`config.mk`:
```
export PLATFORM = sky130hd
export DESIGN_NAME = pgm_header_parser_core
export DESIGN_NICKNAME = d
export VERILOG_FILES = /design/src/hw/rtl/pgm_hp_pkg.sv /design/src/hw/rtl/pgm_header_parser_core.sv
export SDC_FILE = /design/constraint.sdc
export NUM_CORES = 1
export LEC_CHECK = 0
export BUFFER_PORTS_ARGS = -buffer_cell sky130_fd_sc_hd__buf_4
export CORE_MARGIN = 3
export CORE_UTILIZATION = 50
export CTS_CLUSTER_SIZE = 12
export DETAILED_ROUTE_END_ITERATION = 8
export GPL_TIMING_DRIVEN = 0
export PLACE_DENSITY = 0.7
export SETUP_SLACK_MARGIN = 0.02
export SYNTH_ARGS = -nofsm -noshare
export SYNTH_HDL_FRONTEND = slang
export SYNTH_SLANG_ARGS = --single-unit
```
`constraint.sdc`:
```
create_clock -name clk_i -period 13.55 [get_ports clk_i]
set_input_delay 2.71 -clock clk_i [delete_from_list [all_inputs] [get_ports clk_i]]
set_output_delay 2.71 -clock clk_i [all_outputs]
set_load 0.01 [all_outputs]
```
`src/hw/rtl/pgm_hp_pkg.sv`:
```
`default_nettype none

package pgm_hp_pkg;

  typedef enum logic [2:0] {
    PH_IDLE    = 3'd0,
    PH_P       = 3'd1,
    PH_FIVE    = 3'd2,
    PH_LF      = 3'd3,
    PH_COMMENT = 3'd4,
    PH_WIDTH   = 3'd5,
    PH_HEIGHT  = 3'd6,
    PH_GRAY    = 3'd7
  } phase_e;

  typedef enum logic [1:0] {
    NS_BLANKS = 2'd0,
    NS_SIGN   = 2'd1,
    NS_DIGITS = 2'd2,
    NS_DONE   = 2'd3
  } num_state_e;

  localparam logic [2:0] ST_OK           = 3'd0;
  localparam logic [2:0] ST_NO_P         = 3'd1;
  localparam logic [2:0] ST_NO_FIVE      = 3'd2;
  localparam logic [2:0] ST_NO_LF        = 3'd3;
  localparam logic [2:0] ST_COMMENT_LONG = 3'd4;
  localparam logic [2:0] ST_WIDTH_LONG   = 3'd5;
  localparam logic [2:0] ST_HEIGHT_LONG  = 3'd6;
  localparam logic [2:0] ST_GRAY_LONG    = 3'd7;

  localparam logic [7:0] CH_P     = 8'h50;
  localparam logic [7:0] CH_FIVE  = 8'h35;
  localparam logic [7:0] CH_LF    = 8'h0A;
  localparam logic [7:0] CH_SPACE = 8'h20;
  localparam logic [7:0] CH_TAB   = 8'h09;
  localparam logic [7:0] CH_CR    = 8'h0D;
  localparam logic [7:0] CH_PLUS  = 8'h2B;
  localparam logic [7:0] CH_MINUS = 8'h2D;
  localparam logic [7:0] CH_ZERO  = 8'h30;
  localparam logic [7:0] CH_NINE  = 8'h39;

  localparam logic [7:0]  COMMENT_LIMIT = 8'd32;
  localparam logic [6:0]  WIDTH_LIMIT   = 7'd32;
  localparam logic [6:0]  HEIGHT_LIMIT  = 7'd64;
  localparam logic [6:0]  GRAY_LIMIT    = 7'd32;
  localparam logic [15:0] VALUE_MAX     = 16'hFFFF;

endpackage

`default_nettype wire

```
`src/hw/rtl/pgm_header_parser_core.sv`:
```
// Channel   Direction  Handshake                  Payload
// input     in         in_valid_i / in_stall_o    header_byte_i, start_new_i
// result    out        out_valid_o / out_stall_i  status_o, width_o, height_o, gray_max_o,
//                                                 hdr_len_o, data_word_offset_o,
//                                                 data_byte_offset_o
//
// One header byte is taken per cycle unless stalled; any result shows in the next cycle.
// The only throughput limit is the single result register: a byte is held off
// only while a finished result waits and the result side stalls.
// After reset the parser is idle and ignores bytes until one carries start_new.
// A result stays on the ports unchanged for as long as it is stalled.
`default_nettype none

module pgm_header_parser_core (
  input  logic        clk_i,
  input  logic        rst_ni,
  input  logic        in_valid_i,
  output logic        in_stall_o,
  input  logic [7:0]  header_byte_i,
  input  logic        start_new_i,
  output logic        out_valid_o,
  input  logic        out_stall_i,
  output logic [2:0]  status_o,
  output logic [15:0] width_o,
  output logic [15:0] height_o,
  output logic [15:0] gray_max_o,
  output logic [7:0]  hdr_len_o,
  output logic [5:0]  data_word_offset_o,
  output logic [1:0]  data_byte_offset_o
);
  import pgm_hp_pkg::*;

  phase_e     phase_q, phase_d, phase_cur;
  num_state_e ns_q, ns_d, ns_cur, ns_f;
  logic [7:0]  position_q, position_d, pos_cur, pos_inc;
  logic [6:0]  flen_q, flen_d, flen_cur, flen_inc;
  logic [15:0] acc_q, acc_d, acc_cur, acc_f;
  logic        neg_q, neg_d, neg_cur, neg_f;
  logic [15:0] wval_q, wval_d, wval_cur;
  logic [15:0] hval_q, hval_d, hval_cur;

  logic        in_fire;
  logic        is_digit, is_blank;
  logic [19:0] acc_mul10, acc_sum;
  logic [15:0] acc_next_digit;
  logic [15:0] num_val;

  logic        res_emit;
  logic [2:0]  res_status;
  logic [15:0] res_width, res_height, res_gray;
  logic [7:0]  res_len;

  logic        out_valid_q, out_valid_d;
  logic [2:0]  status_q;
  logic [15:0] width_q, height_q, gray_q;
  logic [7:0]  len_q;

  assign in_stall_o = out_valid_q & out_stall_i;
  assign in_fire    = in_valid_i & ~in_stall_o;

  assign phase_cur = start_new_i ? PH_P : phase_q;
  assign pos_cur   = start_new_i ? 8'd0 : position_q;
  assign flen_cur  = start_new_i ? 7'd0 : flen_q;
  assign acc_cur   = start_new_i ? 16'd0 : acc_q;
  assign neg_cur   = start_new_i ? 1'b0 : neg_q;
  assign ns_cur    = start_new_i ? NS_BLANKS : ns_q;
  assign wval_cur  = start_new_i ? 16'd0 : wval_q;
  assign hval_cur  = start_new_i ? 16'd0 : hval_q;

  assign pos_inc  = pos_cur + 8'd1;
  assign flen_inc = flen_cur + 7'd1;

  assign is_digit = (header_byte_i >= CH_ZERO) && (header_byte_i <= CH_NINE);
  assign is_blank = (header_byte_i == CH_SPACE) ||
                    ((header_byte_i >= CH_TAB) && (header_byte_i <= CH_CR));

  assign acc_mul10 = {1'b0, acc_cur, 3'b000} + {3'b000, acc_cur, 1'b0};
  assign acc_sum   = acc_mul10 + {16'd0, header_byte_i[3:0]};
  assign acc_next_digit = (acc_sum[19:16] != 4'd0) ? VALUE_MAX : acc_sum[15:0];

  assign num_val = neg_cur ? 16'd0 : acc_cur;

  always_comb begin
    acc_f = acc_cur;
    neg_f = neg_cur;
    ns_f  = ns_cur;
    unique case (ns_cur)
      NS_BLANKS: begin
        if (!is_blank) begin
          if ((header_byte_i == CH_PLUS) || (header_byte_i == CH_MINUS)) begin
            neg_f = (header_byte_i == CH_MINUS);
            ns_f  = NS_SIGN;
          end else if (is_digit) begin
            acc_f = {12'd0, header_byte_i[3:0]};
            ns_f  = NS_DIGITS;
          end else begin
            ns_f = NS_DONE;
          end
        end
      end
      NS_SIGN: begin
        if (is_digit) begin
          acc_f = {12'd0, header_byte_i[3:0]};
          ns_f  = NS_DIGITS;
        end else begin
          ns_f = NS_DONE;
        end
      end
      NS_DIGITS: begin
        if (is_digit) begin
          acc_f = acc_next_digit;
        end else begin
          ns_f = NS_DONE;
        end
      end
      NS_DONE: begin
      end
      default: begin
      end
    endcase
  end

  // Next state of the parser.
  always_comb begin
    phase_d    = phase_q;
    position_d = position_q;
    flen_d     = flen_q;
    acc_d      = acc_q;
    neg_d      = neg_q;
    ns_d       = ns_q;
    wval_d     = wval_q;
    hval_d     = hval_q;
    if (in_fire) begin
      phase_d    = phase_cur;
      position_d = pos_cur;
      flen_d     = flen_cur;
      acc_d      = acc_cur;
      neg_d      = neg_cur;
      ns_d       = ns_cur;
      wval_d     = wval_cur;
      hval_d     = hval_cur;
      if (phase_cur != PH_IDLE) begin
        position_d = pos_inc;
      end
      unique case (phase_cur)
        PH_IDLE: begin
        end
        PH_P: begin
          phase_d = (header_byte_i == CH_P) ? PH_FIVE : PH_IDLE;
        end
        PH_FIVE: begin
          phase_d = (header_byte_i == CH_FIVE) ? PH_LF : PH_IDLE;
        end
        PH_LF: begin
          phase_d = (header_byte_i == CH_LF) ? PH_COMMENT : PH_IDLE;
        end
        PH_COMMENT: begin
          if (pos_inc > COMMENT_LIMIT) begin
            phase_d = PH_IDLE;
          end else if (header_byte_i == CH_LF) begin
            phase_d = PH_WIDTH;
            flen_d  = 7'd0;
            acc_d   = 16'd0;
            neg_d   = 1'b0;
            ns_d    = NS_BLANKS;
          end
        end
        PH_WIDTH: begin
          flen_d = flen_inc;
          if (flen_inc > WIDTH_LIMIT) begin
            phase_d = PH_IDLE;
          end else if (header_byte_i == CH_SPACE) begin
            wval_d  = num_val;
            phase_d = PH_HEIGHT;
            flen_d  = 7'd0;
            acc_d   = 16'd0;
            neg_d   = 1'b0;
            ns_d    = NS_BLANKS;
          end else begin
            acc_d = acc_f;
            neg_d = neg_f;
            ns_d  = ns_f;
          end
        end
        PH_HEIGHT: begin
          flen_d = flen_inc;
          if (flen_inc > HEIGHT_LIMIT) begin
            phase_d = PH_IDLE;
          end else if (header_byte_i == CH_LF) begin
            hval_d  = num_val;
            phase_d = PH_GRAY;
            flen_d  = 7'd0;
            acc_d   = 16'd0;
            neg_d   = 1'b0;
            ns_d    = NS_BLANKS;
          end else begin
            acc_d = acc_f;
            neg_d = neg_f;
            ns_d  = ns_f;
          end
        end
        PH_GRAY: begin
          flen_d = flen_inc;
          if ((flen_inc > GRAY_LIMIT) || (header_byte_i == CH_LF)) begin
            phase_d = PH_IDLE;
          end else begin
            acc_d = acc_f;
            neg_d = neg_f;
            ns_d  = ns_f;
          end
        end
        default: begin
        end
      endcase
    end
  end

  // Result produced by the current byte.
  always_comb begin
    res_emit   = 1'b0;
    res_status = ST_OK;
    res_width  = 16'd0;
    res_height = 16'd0;
    res_gray   = 16'd0;
    res_len    = 8'd0;
    unique case (phase_cur)
      PH_IDLE: begin
      end
      PH_P: begin
        res_emit   = (header_byte_i != CH_P);
        res_status = ST_NO_P;
      end
      PH_FIVE: begin
        res_emit   = (header_byte_i != CH_FIVE);
        res_status = ST_NO_FIVE;
      end
      PH_LF: begin
        res_emit   = (header_byte_i != CH_LF);
        res_status = ST_NO_LF;
      end
      PH_COMMENT: begin
        res_emit   = (pos_inc > COMMENT_LIMIT);
        res_status = ST_COMMENT_LONG;
      end
      PH_WIDTH: begin
        res_emit   = (flen_inc > WIDTH_LIMIT);
        res_status = ST_WIDTH_LONG;
      end
      PH_HEIGHT: begin
        res_emit   = (flen_inc > HEIGHT_LIMIT);
        res_status = ST_HEIGHT_LONG;
      end
      PH_GRAY: begin
        if (flen_inc > GRAY_LIMIT) begin
          res_emit   = 1'b1;
          res_status = ST_GRAY_LONG;
        end else if (header_byte_i == CH_LF) begin
          res_emit   = 1'b1;
          res_status = ST_OK;
          res_width  = wval_cur;
          res_height = hval_cur;
          res_gray   = num_val;
          res_len    = pos_inc;
        end
      end
      default: begin
      end
    endcase
  end

  assign out_valid_d = (in_fire && res_emit) || (out_valid_q && out_stall_i);

  always_ff @(posedge clk_i or negedge rst_ni) begin
    if (!rst_ni) begin
      phase_q     <= PH_IDLE;
      position_q  <= 8'd0;
      flen_q      <= 7'd0;
      acc_q       <= 16'd0;
      neg_q       <= 1'b0;
      ns_q        <= NS_BLANKS;
      wval_q      <= 16'd0;
      hval_q      <= 16'd0;
      out_valid_q <= 1'b0;
    end else begin
      phase_q     <= phase_d;
      position_q  <= position_d;
      flen_q      <= flen_d;
      acc_q       <= acc_d;
      neg_q       <= neg_d;
      ns_q        <= ns_d;
      wval_q      <= wval_d;
      hval_q      <= hval_d;
      out_valid_q <= out_valid_d;
    end
  end

  always_ff @(posedge clk_i) begin
    if (in_fire && res_emit) begin
      status_q <= res_status;
      width_q  <= res_width;
      height_q <= res_height;
      gray_q   <= res_gray;
      len_q    <= res_len;
    end
  end

  assign out_valid_o        = out_valid_q;
  assign status_o           = status_q;
  assign width_o            = width_q;
  assign height_o           = height_q;
  assign gray_max_o         = gray_q;
  assign hdr_len_o          = len_q;
  assign data_word_offset_o = len_q[7:2];
  assign data_byte_offset_o = len_q[1:0];

endmodule

`default_nettype wire

```
==> flow_summary.json <==
{
  "setup.worst_path.class": "in -> reg",
  "netlist_instances": 843,
  "critPathMaxFanout": 10,
  "maxCapViolCount": 0,
  "antenna_cells": 0,
  "async_flop_share_pct": 54.3,
  "initial_core_util_pct": 52.4,
  "synthToLayoutAreaGrowth_pct": 18.2,
  "fin_nets": 993,
  "final_common_cell": "nand2_1",
  "fin_hold_ws_ns": 0.504,
  "die_w_um": 131,
  "synth-seq-cells": 129,
  "cts_buffers": 17,
  "ios": 82,
  "worstHoldPathType": "reg -> reg",
  "yosysWarningCount": 0,
  "hold_viol_final": 0,
  "overflow": 0,
  "fmax_mhz": 133,
  "pre_cts_ws_ns": 5.59,
  "cts_max_path_buffers": 2,
  "fp.dieH_um": 131,
  "peakVddDrop_mv": 0.0850,
  "crit_required_ns": 13.88,
  "drv_slew": 0,
  "dr.pass1.iters": 5,
  "start_kind": "primary input",
  "postSynthAreaPerCell_um2": 9.23,
  "clk_pin_slew_ns": 0.06,
  "antenna_found_initial": 0,
  "holdBufCountCts": 0,
  "fin_crit_ns": 7.52,
  "io_buffers": 79,
  "die_area_mm2": 0.0171,
  "setup_viol": 0,
  "status": "completed",
  "grt_pass1_wl_um": 32700,
  "vias": 6658,
  "synth_edf_count": 59,
  "gp_congestion": 0.930,
  "cts_tree": "done",
  "drcViolationCount": 0,
  "min_period_over_period_pct": 55.5,
  "most-common-layout-cells": "nand2_1 (99), buf_4 (87), dfrtp_1 (70), o21ai_0 (68), and2_1 (63)",
  "drt_wl_total_um": 20200,
  "core_mm2": 0.0149,
  "worst_pin_slew_ns": 0.944,
  "critPathCaptureType": "register",
  "cts_max_level": 4,
  "utilization_pct": 61.9,
  "root_buffer": "clkbuf_16",
  "setup_tns_ns": 0,
  "grt_max_degree": 71,
  "cts_sinks": 129,
  "synth_cell_types": 65,
  "rows": 44,
  "syn_nets": 894,
  "drive_above_1_share_pct": 14.1,
  "routedWlPerCell_um": 17.7,
  "viasPerCell": 5.85,
  "p_leak_nw": 3.87,
  "rsz0062_at_grt": "no",
  "ys_seq_area_share_pct": 45.3,
  "cts_setup_buffers": 0,
  "netlist_area_mm2": 0.00778,
  "slew_headroom_pct": 37.1,
  "clk_latency_ns": 0.42,
  "cts_resized": 0,
  "grt_pass1_vias": 6191,
  "synthFlopType": "dfrtp_1",
  "fin_skew_ns": 0.0103,
  "powerDensity_mw_per_mm2": 106,
  "dp_hpwl_um": 15000,
  "setup_slack_ns": 6.03,
  "fillers": 1291,
  "drt-initial-drc-count": 570,
  "antenna_left": 0,
  "grt_usage_pct": 24.3,
  "worstPathArrival_ns": 7.85
}
layout make-up:
type | count | area [µm²] | area share, %
Buffer | 55 | 243 | 2.64
Sequential cell | 129 | 3520 | 38.3
Timing Repair Buffer | 80 | 613 | 6.66
Inverter | 23 | 86.3 | 0.938
Clock buffer | 17 | 425 | 4.62
Clock inverter | 15 | 139 | 1.51
Multi-Input combinational cell | 636 | 3940 | 42.8
Tap cell | 184 | 230 | 2.50
Yosys cell counts, types with 2 or more instances:
master,number,area (µm²)
nand4_1,7,43.8
o21ai_0,68,340
a41oi_1,2,17.5
a31oi_1,9,56.3
o31ai_1,3,22.5
a2bb2oi_1,4,35.0
buf_4,8,60.1
mux2i_1,3,30.0
a211oi_1,8,60.1
xor2_1,7,61.3
a21boi_0,2,15.0
a22o_1,3,26.3
nand3_1,19,95.1
and3_1,6,37.5
xnor2_1,14,123
a221oi_1,2,17.5
buf_1,2,7.51
o22ai_1,6,37.5
o211ai_1,6,45.0
o32ai_1,3,26.3
nor4b_1,2,17.5
clkbuf_1,40,150
nor2b_1,34,213
and2_1,63,394
a311oi_1,3,26.3
nor3b_1,4,30.0
ha_1,37,463
nand2b_1,9,56.3
o41ai_1,3,26.3
o2bb2ai_1,11,96.3
edfxtp_1,59,1770
dfrtp_1,70,1750
a21oi_1,55,275
nor3_1,16,80.1
or3_1,9,56.3
inv_1,23,86.3
or4_1,2,15.0
o21a_1,5,37.5
buf_2,5,25.0
nor2_1,61,229
nand2_1,99,372
a21o_1,7,52.6
a211o_1,4,35.0
a22oi_1,19,143
stage by stage:
step / power, mW / instance area [µm²] / instances
6_report: 0.977 / 9200 / 1139
4_1_cts: 0.982 / 9200 / 1139
3_3_place_gp: 0.549 / 8610 / 1106
3_5_place_dp: 0.551 / 8640 / 1107
2_1_floorplan: 0.504 / 7780 / 843
5_1_grt: 1.01 / 9200 / 1139
logic make-up after synthesis:
family          Yosys count  share of synthesized area (%)
simple gates            338                           21.9
xor+xnor                 21                           2.36
compound gates          235                           19.5
buf+inv                  78                           4.23
mux                       4                          0.530
fa+ha+maj                38                           6.20
flops                   129                           45.3
routing by layer:
metal	track usage, %	up-vias	routed length, µm
li1	-	3246	-
met1	35.0	3142	9500
met2	38.0	238	9250
met3	3.78	32	1010
met4	7.50	0	402
met5	0	-	0
report_power, final:
group	switching [mW]	leakage (nW)	internal (mW)
Combinational	0.0684	2.07	0.0384
Clock	0.191	0.265	0.242
Sequential	0.00950	1.53	0.428
Total	0.269	3.87	0.708
sequential cells by signal, summed over array words and instances, names as in the netlist:
signal       flops
position_q       8
height_o        16
wval_q          16
out_valid_o      1
neg_q            1
status_o         3
ns_q             2
hdr_len_o        8
width_o         16
acc_q           16
hval_q          16
flen_q           7
phase_q          3
gray_max_o      16
critical path, stage by stage:
cell and delay [ns]:
buf_4 0.13, clkbuf_1 0.46, clkbuf_1 0.57, clkbuf_1 0.49, clkbuf_1 0.50, nor2b_1 0.16, ha_1 0.32, ha_1 0.35
a21o_1 0.19, a211oi_1 0.34, nand3_1 0.12, o21ai_0 0.23, a211oi_1 0.07, o211ai_1 0.55, clkbuf_1 0.38, nor2_1 0.12
o2bb2ai_1 0.16
worst paths after layout:
kind,from,to,slack [ns],depth (start not counted)
hold reg to reg,wval_q[9]$_DFFE_PN0P_,wval_q[9]$_DFFE_PN0P_,0.50,2
min in group asynchronous,rst_ni,ns_q[0]$_DFFE_PN0P_,2.40,1
hold / removal,wval_q[9]$_DFFE_PN0P_,wval_q[9]$_DFFE_PN0P_,0.50,2
max in group asynchronous,rst_ni,hval_q[5]$_DFFE_PN0P_,10.50,1
setup reg to reg,acc_q[0]$_DFFE_PN0P_,acc_q[7]$_DFFE_PN0P_,9.30,14
setup / recovery,start_new_i,acc_q[7]$_DFFE_PN0P_,6.03,17
(Power assumes the default switching activity.)
